$ cat src/rtl/csa_pkg.sv
package csa_pkg;

  localparam int FREQ_BITS  = 8;
  localparam int ACC_BITS   = 32;
  localparam int SCALE_BITS = 32;
  localparam int QUOT_BITS  = 34;
  localparam int SIM_BITS   = 17;

  localparam logic [SIM_BITS-1:0] SIM_ONE = 17'h10000;

endpackage

$ cat src/rtl/csa_accum.sv
module csa_accum #(
  parameter int FREQ_BITS = csa_pkg::FREQ_BITS,
  parameter int ACC_BITS  = csa_pkg::ACC_BITS
) (
  input  logic                 clk_i,
  input  logic                 rst_ni,
  input  logic                 add_i,
  input  logic                 clear_i,
  input  logic [FREQ_BITS-1:0] freq_a_i,
  input  logic [FREQ_BITS-1:0] freq_b_i,
  output logic [ACC_BITS-1:0]  dot_o,
  output logic [ACC_BITS-1:0]  norm_a_o,
  output logic [ACC_BITS-1:0]  norm_b_o,
  output logic                 sat_o
);

  localparam int PW = 2 * FREQ_BITS;
  localparam int SW = ((ACC_BITS > PW) ? ACC_BITS : PW) + 1;

  function automatic logic [ACC_BITS:0] sat_add(logic [ACC_BITS-1:0] acc, logic [PW-1:0] p);
    logic [SW-1:0] s;
    s = SW'(acc) + SW'(p);
    if (s > SW'({ACC_BITS{1'b1}})) begin
      return {1'b1, {ACC_BITS{1'b1}}};
    end
    return {1'b0, s[ACC_BITS-1:0]};
  endfunction

  logic [ACC_BITS-1:0] dot_q, norm_a_q, norm_b_q;
  logic                sat_q;
  logic [PW-1:0]       prod_ab, prod_aa, prod_bb;
  logic [ACC_BITS:0]   dot_d, norm_a_d, norm_b_d;

  assign prod_ab = PW'(freq_a_i) * PW'(freq_b_i);
  assign prod_aa = PW'(freq_a_i) * PW'(freq_a_i);
  assign prod_bb = PW'(freq_b_i) * PW'(freq_b_i);

  assign dot_d    = sat_add(dot_q, prod_ab);
  assign norm_a_d = sat_add(norm_a_q, prod_aa);
  assign norm_b_d = sat_add(norm_b_q, prod_bb);

  always_ff @(posedge clk_i or negedge rst_ni) begin
    if (!rst_ni) begin
      dot_q    <= '0;
      norm_a_q <= '0;
      norm_b_q <= '0;
      sat_q    <= 1'b0;
    end else if (clear_i) begin
      dot_q    <= '0;
      norm_a_q <= '0;
      norm_b_q <= '0;
      sat_q    <= 1'b0;
    end else if (add_i) begin
      dot_q    <= dot_d[ACC_BITS-1:0];
      norm_a_q <= norm_a_d[ACC_BITS-1:0];
      norm_b_q <= norm_b_d[ACC_BITS-1:0];
      sat_q    <= sat_q | dot_d[ACC_BITS] | norm_a_d[ACC_BITS] | norm_b_d[ACC_BITS];
    end
  end

  assign dot_o    = dot_q;
  assign norm_a_o = norm_a_q;
  assign norm_b_o = norm_b_q;
  assign sat_o    = sat_q;

endmodule

$ cat src/rtl/csa_serial_mul.sv
module csa_serial_mul #(
  parameter int W = csa_pkg::ACC_BITS
) (
  input  logic           clk_i,
  input  logic           rst_ni,
  input  logic           start_i,
  input  logic [W-1:0]   a_i,
  input  logic [W-1:0]   b_i,
  output logic           done_o,
  output logic [2*W-1:0] prod_o
);

  localparam int CW = $clog2(W);

  logic [W-1:0]   a_q, b_q;
  logic [2*W-1:0] prod_q;
  logic [CW-1:0]  cnt_q;
  logic           run_q, done_q;
  logic [W:0]     sum;

  assign sum = {1'b0, prod_q[2*W-1:W]} + (b_q[0] ? {1'b0, a_q} : '0);

  always_ff @(posedge clk_i or negedge rst_ni) begin
    if (!rst_ni) begin
      run_q  <= 1'b0;
      done_q <= 1'b0;
      cnt_q  <= '0;
    end else begin
      done_q <= 1'b0;
      if (start_i) begin
        run_q <= 1'b1;
        cnt_q <= CW'(W - 1);
      end else if (run_q) begin
        if (cnt_q == '0) begin
          run_q  <= 1'b0;
          done_q <= 1'b1;
        end else begin
          cnt_q <= cnt_q - 1'b1;
        end
      end
    end
  end

  always_ff @(posedge clk_i) begin
    if (start_i) begin
      a_q    <= a_i;
      b_q    <= b_i;
      prod_q <= '0;
    end else if (run_q) begin
      b_q    <= {1'b0, b_q[W-1:1]};
      prod_q <= {sum, prod_q[W-1:1]};
    end
  end

  assign done_o = done_q;
  assign prod_o = prod_q;

endmodule

$ cat src/rtl/csa_serial_div.sv
module csa_serial_div #(
  parameter int NW = 2 * csa_pkg::ACC_BITS + csa_pkg::SCALE_BITS,
  parameter int DW = 2 * csa_pkg::ACC_BITS,
  parameter int QW = csa_pkg::QUOT_BITS
) (
  input  logic          clk_i,
  input  logic          rst_ni,
  input  logic          start_i,
  input  logic [NW-1:0] num_i,
  input  logic [DW-1:0] den_i,
  output logic          done_o,
  output logic [QW-1:0] quot_o,
  output logic          big_o
);

  localparam int CW = $clog2(NW);

  logic [NW-1:0] num_q;
  logic [DW-1:0] den_q, rem_q;
  logic [QW-1:0] quot_q;
  logic          big_q;
  logic [CW-1:0] cnt_q;
  logic          run_q, done_q;
  logic [DW:0]   sh, diff;
  logic          ge;

  assign sh   = {rem_q, num_q[NW-1]};
  assign diff = sh - {1'b0, den_q};
  assign ge   = sh >= {1'b0, den_q};

  always_ff @(posedge clk_i or negedge rst_ni) begin
    if (!rst_ni) begin
      run_q  <= 1'b0;
      done_q <= 1'b0;
      cnt_q  <= '0;
    end else begin
      done_q <= 1'b0;
      if (start_i) begin
        run_q <= 1'b1;
        cnt_q <= CW'(NW - 1);
      end else if (run_q) begin
        if (cnt_q == '0) begin
          run_q  <= 1'b0;
          done_q <= 1'b1;
        end else begin
          cnt_q <= cnt_q - 1'b1;
        end
      end
    end
  end

  always_ff @(posedge clk_i) begin
    if (start_i) begin
      num_q  <= num_i;
      den_q  <= den_i;
      rem_q  <= '0;
      quot_q <= '0;
      big_q  <= 1'b0;
    end else if (run_q) begin
      num_q  <= {num_q[NW-2:0], 1'b0};
      rem_q  <= ge ? diff[DW-1:0] : sh[DW-1:0];
      quot_q <= {quot_q[QW-2:0], ge};
      big_q  <= big_q | quot_q[QW-1];
    end
  end

  assign done_o = done_q;
  assign quot_o = quot_q;
  assign big_o  = big_q;

endmodule

$ cat src/rtl/csa_serial_sqrt.sv
module csa_serial_sqrt #(
  parameter int QW = csa_pkg::QUOT_BITS
) (
  input  logic            clk_i,
  input  logic            rst_ni,
  input  logic            start_i,
  input  logic [QW-1:0]   rad_i,
  output logic            done_o,
  output logic [QW/2-1:0] root_o
);

  localparam int HW = QW / 2;
  localparam int RW = HW + 1;
  localparam int CW = $clog2(HW);

  logic [QW-1:0] rad_q;
  logic [RW-1:0] rem_q;
  logic [HW-1:0] root_q;
  logic [CW-1:0] cnt_q;
  logic          run_q, done_q;
  logic [RW+1:0] sh, trial, diff;
  logic          ge;

  assign sh    = {rem_q, rad_q[QW-1:QW-2]};
  assign trial = {1'b0, root_q, 2'b01};
  assign diff  = sh - trial;
  assign ge    = sh >= trial;

  always_ff @(posedge clk_i or negedge rst_ni) begin
    if (!rst_ni) begin
      run_q  <= 1'b0;
      done_q <= 1'b0;
      cnt_q  <= '0;
    end else begin
      done_q <= 1'b0;
      if (start_i) begin
        run_q <= 1'b1;
        cnt_q <= CW'(HW - 1);
      end else if (run_q) begin
        if (cnt_q == '0) begin
          run_q  <= 1'b0;
          done_q <= 1'b1;
        end else begin
          cnt_q <= cnt_q - 1'b1;
        end
      end
    end
  end

  always_ff @(posedge clk_i) begin
    if (start_i) begin
      rad_q  <= rad_i;
      rem_q  <= '0;
      root_q <= '0;
    end else if (run_q) begin
      rad_q  <= {rad_q[QW-3:0], 2'b00};
      rem_q  <= ge ? diff[RW-1:0] : sh[RW-1:0];
      root_q <= {root_q[HW-2:0], ge};
    end
  end

  assign done_o = done_q;
  assign root_o = root_q;

endmodule

$ cat src/rtl/cosine_similarity_accumulator_top.sv
// Cosine similarity of two term-frequency vectors, unsigned Q1.16.
// Input: one pair of frequencies per item on freq_a_i/freq_b_i, taken at a
// rising edge with start high and busy low. last_term_i marks the final pair.
// Items that are not last are absorbed into the dot and norm sums at one per
// cycle; busy stays low between them.
// On a last item busy rises and the result is computed bit-serially: a
// shift-add squaring of the dot sum and product of the norms, a restoring
// divide and a two-bit-per-cycle square root, in that order. done_o strobes
// for one cycle once the root is done; when either norm is zero it strobes
// straight from the check state, with similarity 0 and empty_vector_o set.
// No item is taken while busy is high. sum_overflow_o reports a saturated
// sum during the comparison. Results stay on the ports until the next
// comparison reaches its check state; the receiver cannot stall. Sums clear
// in the check state of each comparison and at reset, which also drops any
// comparison in flight.
module cosine_similarity_accumulator_top #(
  parameter int FREQ_BITS = csa_pkg::FREQ_BITS,
  parameter int ACC_BITS  = csa_pkg::ACC_BITS
) (
  input  logic                          clk_i,
  input  logic                          rst_ni,
  input  logic                          start,
  output logic                          busy,
  input  logic [FREQ_BITS-1:0]          freq_a_i,
  input  logic [FREQ_BITS-1:0]          freq_b_i,
  input  logic                          last_term_i,
  output logic                          done_o,
  output logic [csa_pkg::SIM_BITS-1:0]  similarity_o,
  output logic                          empty_vector_o,
  output logic                          sum_overflow_o
);

  localparam int PW = 2 * ACC_BITS;
  localparam int NW = PW + csa_pkg::SCALE_BITS;
  localparam int QW = csa_pkg::QUOT_BITS;
  localparam int SB = csa_pkg::SIM_BITS;

  localparam logic [2:0] ST_IDLE  = 3'd0;
  localparam logic [2:0] ST_CHECK = 3'd1;
  localparam logic [2:0] ST_MUL   = 3'd2;
  localparam logic [2:0] ST_DIV   = 3'd3;
  localparam logic [2:0] ST_SQRT  = 3'd4;

  logic [2:0]          state_q, state_d;
  logic                done_q, done_d;
  logic [SB-1:0]       sim_q;
  logic                empty_q, ovf_q;
  logic                accept, empty;
  logic                clear, mul_start, div_start, sqrt_start;
  logic [ACC_BITS-1:0] dot, norm_a, norm_b;
  logic                sat;
  logic                mul_dot_done, mul_norm_done, div_done, sqrt_done, big;
  logic [PW-1:0]       dot_sq, norm_prod;
  logic [QW-1:0]       quot;
  logic [QW/2-1:0]     root;
  logic [SB-1:0]       sim_clamped;

  assign accept = start && !busy;
  assign busy   = state_q != ST_IDLE;
  assign empty  = (norm_a == '0) || (norm_b == '0);

  csa_accum #(.FREQ_BITS(FREQ_BITS), .ACC_BITS(ACC_BITS)) u_accum (
    .clk_i    (clk_i),
    .rst_ni   (rst_ni),
    .add_i    (accept),
    .clear_i  (clear),
    .freq_a_i (freq_a_i),
    .freq_b_i (freq_b_i),
    .dot_o    (dot),
    .norm_a_o (norm_a),
    .norm_b_o (norm_b),
    .sat_o    (sat)
  );

  csa_serial_mul #(.W(ACC_BITS)) u_mul_dot (
    .clk_i   (clk_i),
    .rst_ni  (rst_ni),
    .start_i (mul_start),
    .a_i     (dot),
    .b_i     (dot),
    .done_o  (mul_dot_done),
    .prod_o  (dot_sq)
  );

  csa_serial_mul #(.W(ACC_BITS)) u_mul_norm (
    .clk_i   (clk_i),
    .rst_ni  (rst_ni),
    .start_i (mul_start),
    .a_i     (norm_a),
    .b_i     (norm_b),
    .done_o  (mul_norm_done),
    .prod_o  (norm_prod)
  );

  csa_serial_div #(.NW(NW), .DW(PW), .QW(QW)) u_div (
    .clk_i   (clk_i),
    .rst_ni  (rst_ni),
    .start_i (div_start),
    .num_i   ({dot_sq, {csa_pkg::SCALE_BITS{1'b0}}}),
    .den_i   (norm_prod),
    .done_o  (div_done),
    .quot_o  (quot),
    .big_o   (big)
  );

  csa_serial_sqrt #(.QW(QW)) u_sqrt (
    .clk_i   (clk_i),
    .rst_ni  (rst_ni),
    .start_i (sqrt_start),
    .rad_i   (quot),
    .done_o  (sqrt_done),
    .root_o  (root)
  );

  assign sim_clamped = (big || (SB'(root) > csa_pkg::SIM_ONE)) ? csa_pkg::SIM_ONE : SB'(root);

  always_comb begin
    state_d    = state_q;
    done_d     = 1'b0;
    clear      = 1'b0;
    mul_start  = 1'b0;
    div_start  = 1'b0;
    sqrt_start = 1'b0;
    case (state_q)
      ST_IDLE: begin
        if (accept && last_term_i) begin
          state_d = ST_CHECK;
        end
      end
      ST_CHECK: begin
        clear = 1'b1;
        if (empty) begin
          done_d  = 1'b1;
          state_d = ST_IDLE;
        end else begin
          mul_start = 1'b1;
          state_d   = ST_MUL;
        end
      end
      ST_MUL: begin
        if (mul_dot_done && mul_norm_done) begin
          div_start = 1'b1;
          state_d   = ST_DIV;
        end
      end
      ST_DIV: begin
        if (div_done) begin
          sqrt_start = 1'b1;
          state_d    = ST_SQRT;
        end
      end
      ST_SQRT: begin
        if (sqrt_done) begin
          done_d  = 1'b1;
          state_d = ST_IDLE;
        end
      end
      default: begin
        state_d = ST_IDLE;
      end
    endcase
  end

  always_ff @(posedge clk_i or negedge rst_ni) begin
    if (!rst_ni) begin
      state_q <= ST_IDLE;
      done_q  <= 1'b0;
    end else begin
      state_q <= state_d;
      done_q  <= done_d;
    end
  end

  always_ff @(posedge clk_i) begin
    if (state_q == ST_CHECK) begin
      ovf_q   <= sat;
      empty_q <= empty;
      sim_q   <= '0;
    end else if (state_q == ST_SQRT && sqrt_done) begin
      sim_q <= sim_clamped;
    end
  end

  assign done_o         = done_q;
  assign similarity_o   = sim_q;
  assign empty_vector_o = empty_q;
  assign sum_overflow_o = ovf_q;

  a_done_after_work: assert property (@(posedge clk_i) disable iff (!rst_ni)
    done_o |-> $past(state_q == ST_CHECK || state_q == ST_SQRT))
    else $error("result strobe without a comparison in flight");

  a_empty_zero: assert property (@(posedge clk_i) disable iff (!rst_ni)
    (done_o && empty_vector_o) |-> (similarity_o == '0))
    else $error("empty vector with nonzero similarity");

  a_sim_range: assert property (@(posedge clk_i) disable iff (!rst_ni)
    done_o |-> (similarity_o <= csa_pkg::SIM_ONE))
    else $error("similarity above one");

  a_last_busy: assert property (@(posedge clk_i) disable iff (!rst_ni)
    (accept && last_term_i) |=> busy)
    else $error("last item did not start a comparison");

  a_sums_cleared: assert property (@(posedge clk_i) disable iff (!rst_ni)
    (state_q == ST_CHECK) |=> (dot == '0 && norm_a == '0 && norm_b == '0 && !sat))
    else $error("sums not cleared after a comparison");

endmodule
$ cat config.mk
export PLATFORM = sky130hd
export DESIGN_NAME = cosine_similarity_accumulator_top
export DESIGN_NICKNAME = d
export VERILOG_FILES = /design/src/rtl/csa_pkg.sv /design/src/rtl/csa_accum.sv /design/src/rtl/csa_serial_mul.sv /design/src/rtl/csa_serial_div.sv /design/src/rtl/csa_serial_sqrt.sv /design/src/rtl/cosine_similarity_accumulator_top.sv
export SDC_FILE = /design/constraint.sdc
export NUM_CORES = 2
export LEC_CHECK = 0
export BUFFER_PORTS_ARGS = -buffer_cell sky130_fd_sc_hd__buf_2
export CAP_MARGIN = 40
export CORE_MARGIN = 8
export CORE_UTILIZATION = 54
export CTS_CLUSTER_DIAMETER = 150
export DETAILED_ROUTE_END_ITERATION = 10
export PLACE_DENSITY = 0.7
export SLEW_MARGIN = 10
export SYNTH_ARGS = -nofsm -noshare
export SYNTH_HDL_FRONTEND = slang
export SYNTH_HIERARCHICAL = 1
export SYNTH_SLANG_ARGS = --single-unit
export TNS_END_PERCENT = 5
$ cat constraint.sdc
create_clock -name clk_i -period 18.86 [get_ports clk_i]
set_input_delay 1.886 -clock clk_i [delete_from_list [all_inputs] [get_ports clk_i]]
set_output_delay 1.886 -clock clk_i [all_outputs]
set_load 0.02 [all_outputs]
== Word-level counts from Yosys, hierarchy flattened ==
Cells that the tools add are included.

* Multiply operators: 3
* Reductions and logical operators: 25
* Order comparisons: 6
* Muxes and demuxes: 82
* Equal/unequal tests: 12
* Bitwise operators: 4
* Add/subtract/negate cells: 11

{| class="wikitable"
|+ Operators with widths
! kind !! number
|-
| $mux 32 || 12
|-
| $mux 33 || 6
|-
| $mux 96 || 2
|-
| $add 32x16->33 || 3
|-
| $gt 33x32->1 const B || 3
|-
| $mux 34 || 2
|-
| $add 32x33->33 || 2
|-
| $ge 65x64->1 || 1
|-
| $logic_not 32->1 || 2
|-
| $mux 64 || 1
|-
| $sub 64x64->64 || 1
|-
| $mul 8x8->16 || 3
|-
| $mux 5 || 9
|-
| $mux 1 || 38
|-
| $mux 7 || 3
|-
| $ge 20x19->1 || 1
|-
| $mux 18 || 1
|-
| $sub 18x18->18 || 1
|-
| $gt 17x17->1 const B || 1
|-
| $mux 17 || 1
|-
| $logic_not 5->1 || 3
|-
| $pmux 3 s5 || 1
|-
| $sub 5x1->5 const B || 3
|-
| $mux 3 || 4
|-
| 18 further kinds || 39
|}

* Output and inout port bits: 21
* Logic and storage cells: 178
* Input port bits: 20
* Flip-flop bits (word level): 702

== Depth between registers and ports, before layout ==
* Depth after elaboration: 10
* Gate-level depth with buffers: 20
* Depth with buffers taken out: 18

== By module ==
The synthesis kept the hierarchy.

{| class="wikitable"
|+ By module, submodules not included
! module !! sequential area each (um^2) !! times used !! area an instance (um^2) !! cells an instance
|-
| csa_serial_div || 7011.7 || 1 || 14536.4 || 1447
|-
| csa_serial_mul || 3378.2 || 2 || 6896.6 || 667
|-
| csa_accum || 2427.3 || 1 || 11935.2 || 1348
|-
| csa_serial_sqrt || 1896.8 || 1 || 4186.5 || 402
|-
| cosine_similarity_accumulator_top || 500.5 || 1 || 1114.8 || 125
|}

== Worst setup path after synthesis ==
No wires, ideal clock.

* Path kind: flip-flop to flip-flop
* Start: register state_q[2]
* End: register u_div/num_q[0] (netlist name)
* Period minus slack after synthesis: 7.912 ns
* Required time: 18.410 ns
* Arrival time: 7.462 ns
* Path buffers: 1
* Setup time: 0.450 ns
* Setup slack: 10.948 ns
* Stages on the path, launching flop included: 6
* Cell sequence: dfrtp_1 > nand2b_1 > nor3_1 > clkbuf_1 > nor2_1 > inv_1

{| class="wikitable"
|+ RTL lines
! item !! line !! text
|-
| start, declared || cosine_similarity_accumulator_top.sv:44 || <nowiki>logic [2:0] state_q, state_d;</nowiki>
|-
| start signal, assigned || cosine_similarity_accumulator_top.sv:169 || <nowiki>state_q <= state_d;</nowiki>
|}

== Worst setup path after layout ==
* Start: input freq_a_i[1]
* End: register u_accum.norm_a_q[19], in the netlist u_accum/norm_a_o[19]

* Longest elaborated chain between the ends: 7

{| class="wikitable"
|+ RTL lines
! item !! line !! text
|-
| start, declared || cosine_similarity_accumulator_top.sv:24 || <nowiki>input logic [FREQ_BITS-1:0] freq_a_i,</nowiki>
|-
| $mul 8x8->16 (*) || csa_accum.sv:35 || <nowiki>assign prod_aa = PW'(freq_a_i) * PW'(freq_a_i);</nowiki>
|-
| $add 32x16->33 (*) || csa_accum.sv:22 || <nowiki>s = SW'(acc) + SW'(p);</nowiki>
|-
| $gt 33x32->1 || csa_accum.sv:23 || <nowiki>if (s > SW'({ACC_BITS{1'b1}})) begin</nowiki>
|-
| $mux 1 || csa_accum.sv:23 ||
|-
| $mux 33 (*) || csa_accum.sv:26 || <nowiki>return {1'b0, s[ACC_BITS-1:0]};</nowiki>
|-
| $mux 32 (*) || csa_accum.sv:53 || <nowiki>end else if (add_i) begin</nowiki>
|-
| $mux 32 (*) || csa_accum.sv:48 || <nowiki>end else if (clear_i) begin</nowiki>
|-
| end signal, assigned || csa_accum.sv:55 || <nowiki>norm_a_q <= norm_a_d[ACC_BITS-1:0];</nowiki>
|-
| end, declared || csa_accum.sv:29 || <nowiki>logic [ACC_BITS-1:0] dot_q, norm_a_q, norm_b_q;</nowiki>
|}

Every way passes the cells marked *; elsewhere a longest branch is shown, timed or not. The select of a mux whose other input is x is not followed.
A chain may end at the register's enable or synchronous reset.

==> flow_metrics.py <==
metrics = {
    "critical_path": {
        "worstRegToRegCells": 14,
        "cp.depth": 18,
        "startpoint": "freq_a_i[1]",
        "crit_arrival_ps": 6860,
        "critPathKind": "in -> reg",
        "r2r_end": "u_accum/norm_b_o[12]",
        "r2r_start": "u_accum/norm_b_o[6]",
        "cp_max_fo": 16,
        "endpoint_kind": "register",
        "cp.required_ps": 19330,
        "path_buf_inv": 5,
        "path_delay_family": "adder cells",
        "critPathSlowestCell": "fa_1",
        "crit_end": "u_accum/norm_a_o[19]",
        "r2r_setup_slack_ps": 13750,
        "worstPathCellList": "buf_2 -> and2_1 -> inv_1 -> fa_1 -> fa_1 -> inv_1 -> fa_1 -> inv_1 -> fa_1 -> inv_1 -> ha_1 -> o21ai_0 -> o211ai_1 -> nand2_1 -> a221oi_1 -> o41ai_1 -> nor3_1 -> a311oi_1",
        "cp-start-kind": "input pin",
        "max_stage_delay_ps": 520,
    },
    "clock_network": {
        "worstSkewPairLatency_ps": 630,
        "cts-root-buf": "clkbuf_16",
        "numClockSinks": 734,
        "clk_pin_slew_worst_paths_ps": 60,
        "numCtsBuffers": 80,
        "cts.repair.resized": 0,
        "tritoncts": "done",
        "clockBufferDepth": 3,
        "cts_htree_levels": 3,
        "post_cts_buffers": 0,
        "holdBufCountCts": 0,
    },
    "layout": {
        "area_delta_synth_final_pct": 8.99,
        "layout-drive-gt1-share": 0.107,
        "utilization": 0.594,
        "fillers": 7150,
        "final_common_cell": "nor2_1",
        "n_antenna_cell": 0,
        "layout_common_cells": "nor2_1 (446), inv_1 (406), nand2_1 (329)",
        "fin_nets": 5038,
    },
    "routing": {
        "drtPass1Iterations": 5,
        "drt-total-wl_mm": 104,
        "drt_iter0_drc": 2464,
        "drt-met1-wl_mm": 48.3,
        "met3WireLength_mm": 3.99,
        "vias": 33900,
        "drcViolationCount": 0,
        "ant_nets": 0,
        "maxUsedRoutingLayer": "met4",
        "wl_met2_mm": 49.2,
        "routedWlPerCell_um": 18.1,
        "vias_per_cell": 5.88,
    },
    "sta": {
        "finalHoldViolations": 0,
        "setup_viol": 0,
        "finalMaxSlewViolations": 0,
        "fin_skew_ps": 30.5,
        "tns_ps": 0,
        "rsz0062_at_grt": "no",
        "fin_crit_sh": 0.339,
        "min_period_ps": 6400,
        "timing.fmax_ghz": 0.156,
        "max_slew_margin": 0.249,
        "max_slew.worst_pin.slew_ps": 1130,
    },
    "power_and_ir_drop": {
        "power.density_nw_per_um2": 99.2,
        "p_leak_nw": 20.5,
        "peakVddDrop_mv": 0.0706,
    },
    "die": {
        "die_area_um2": 93900,
        "start_util": 0.545,
        "die_h_um": 306,
        "dieWidth_um": 306,
        "rows": 106,
        "core_area_um2": 83600,
        "ios": 41,
    },
    "global_route": {
        "grt.total_usage": 0.217,
        "grt_max_degree": 167,
        "grt_pass1_wl_mm": 171,
        "antenna_found_initial": 0,
        "grt_pass1_vias": 32700,
        "grt_remaining_overflow": 0,
    },
    "logic_synthesis": {
        "synth_edf_count": 324,
        "avgSynthCellArea_um2": 9.79,
        "synthXorXnorAreaFrac": 0.0311,
        "synth-adder-area-share": 0.134,
        "synth_top_area_cell": "edfxtp_1",
        "syn_area_um2": 45600,
        "muxShareOfSynthArea": 0.0799,
        "synthTopCellsByArea": "edfxtp_1 (21%), dfxtp_1 (12%), ha_1 (7.6%)",
        "yosys_register_bits": 734,
        "yosys_warnings": 6,
        "ys_seq_area_frac": 0.408,
        "async_reset_ff_frac": 0.178,
        "synth-simple-area-share": 0.142,
        "synth_top_area_frac": 0.214,
        "synth-compound-area-share": 0.150,
        "synth_top_family_by_area": "compound AO/OA/AOI/OAI gates",
        "synth_cells": 4656,
        "synthFlopType": "edfxtp_1",
        "ys_types": 115,
    },
    "flow_run": {
        "cap_violations": 0,
    },
    "placement": {
        "dp_hpwl_mm": 74.6,
        "gp_congestion": 0.932,
        "io_buffers": 40,
    },
    "hold_path": {
        "min_path_type": "reg -> reg",
    },
    "status": {
        "outcome": "finished clean",
    },
}
-- stage by stage --
| step | total power [mW] | std cells | hold slack (ps) | instance area (um2) | setup WS [ps] |
|---|---|---|---|---|---|
| 6_report | 4.92 | 5757 | 427 | 49700 | 12470 |
| 5_1_grt | 5.19 | 5757 | 443 | 49700 | 12200 |
| 4_1_cts | 4.95 | 5756 | 427 | 49600 | 12560 |
| 3_5_place_dp | 3.24 | 5606 | 413 | 46700 | 11910 |
| 3_3_place_gp | 3.22 | 5597 | 418 | 46500 | 12010 |
| 2_1_floorplan | 2.95 | 4687 | 408 | 45700 | 10950 |
-- synthesized netlist by cell type, drive strengths merged (14+ instances only) --
| library cell | instances |
|---|---|
| a211oi | 91 |
| a21boi | 15 |
| a21o | 69 |
| a21oi | 292 |
| a221oi | 22 |
| a311oi | 58 |
| a31oi | 32 |
| and2 | 153 |
| and3 | 39 |
| buf | 50 |
| clkbuf | 189 |
| dfrtp | 131 |
| dfxtp | 279 |
| edfxtp | 324 |
| fa | 131 |
| ha | 278 |
| inv | 410 |
| mux2 | 190 |
| mux2i | 150 |
| nand2 | 330 |
| nand2b | 32 |
| nand3 | 78 |
| nand4 | 74 |
| nor2 | 453 |
| nor2b | 25 |
| nor3 | 66 |
| nor4 | 38 |
| o211ai | 21 |
| o21a | 26 |
| o21ai | 189 |
| o21bai | 42 |
| o22ai | 14 |
| or3 | 16 |
| xnor2 | 91 |
| xor2 | 71 |
-- how the worst min path moves through the flow --
stage / from / endpoint / slack, ps / cells past startpoint
after CTS: u_mul_norm/prod_o[0] / u_div/den_q[0] / 430 / 0
after floorplan: u_mul_norm/prod_o[0] / u_div/den_q[0] / 410 / 0
after global routing: u_mul_norm/prod_o[0] / u_div/den_q[0] / 440 / 0
after detailed placement: u_mul_norm/prod_o[0] / u_div/den_q[0] / 410 / 0
after global placement: u_mul_norm/prod_o[0] / u_div/den_q[0] / 420 / 0
final: u_mul_norm/prod_o[0] / u_div/den_q[0] / 430 / 0
-- worst register-to-register path, stage by stage (launching register included) --
cell,delay [ps]
dfrtp_1,470
inv_1,100
fa_1,500
fa_1,550
fa_1,460
fa_1,550
inv_1,40
ha_1,330
o21ai_0,130
o21ai_0,280
a21oi_1,180
nand3b_1,330
a21oi_4,460
inv_2,260
a311oi_1,370
-- power by group --
part           switching [mW]  internal (mW)  total [mW]
Clock                   0.661           1.03        1.69
Combinational           0.728          0.523        1.25
Sequential              0.117           1.87        1.98
-- metal layers --
metal | track usage | vias to the layer above
li1 | - | 16500
met1 | 0.298 | 16500
met2 | 0.364 | 764
met3 | 0.0228 | 185
met4 | 0.0634 | 0
met5 | 0 | -
-- kinds of logic after synthesis --
logic type	after synthesis
xor+xnor	162
flops	734
mux	340
buf+inv	651
simple gates	1348
fa+ha+maj	409
compound gates	1011
other cells	1
-- state kept, by name, indices dropped and copies added, names as in the netlist, 17 cells and up --
signal	cells
u_sqrt/root_o	17
u_mul_dot/prod_o	64
u_mul_dot/a_q	32
u_mul_norm/b_q	32
u_mul_norm/a_q	32
u_sqrt/rad_q	34
u_div/num_q	96
u_mul_norm/prod_o	64
u_div/rem_q	64
u_sqrt/rem_q	18
u_mul_dot/b_q	32
u_div/quot_o	34
u_accum/norm_b_o	32
u_div/den_q	64
u_accum/dot_o	32
similarity_o	17
u_accum/norm_a_o	32
-- final cells by class --
class | count | area [um2] | area share
clock buffer | 104 | 2290 | 0.0461
clock inverter | 46 | 609 | 0.0123
inverter | 412 | 1550 | 0.0312
tap | 1080 | 1350 | 0.0272
timing repair buffer | 79 | 672 | 0.0135
multi-input combinational | 3302 | 24600 | 0.495
sequential | 734 | 18600 | 0.375
Note: power is estimated with default switching activity, not from simulation.
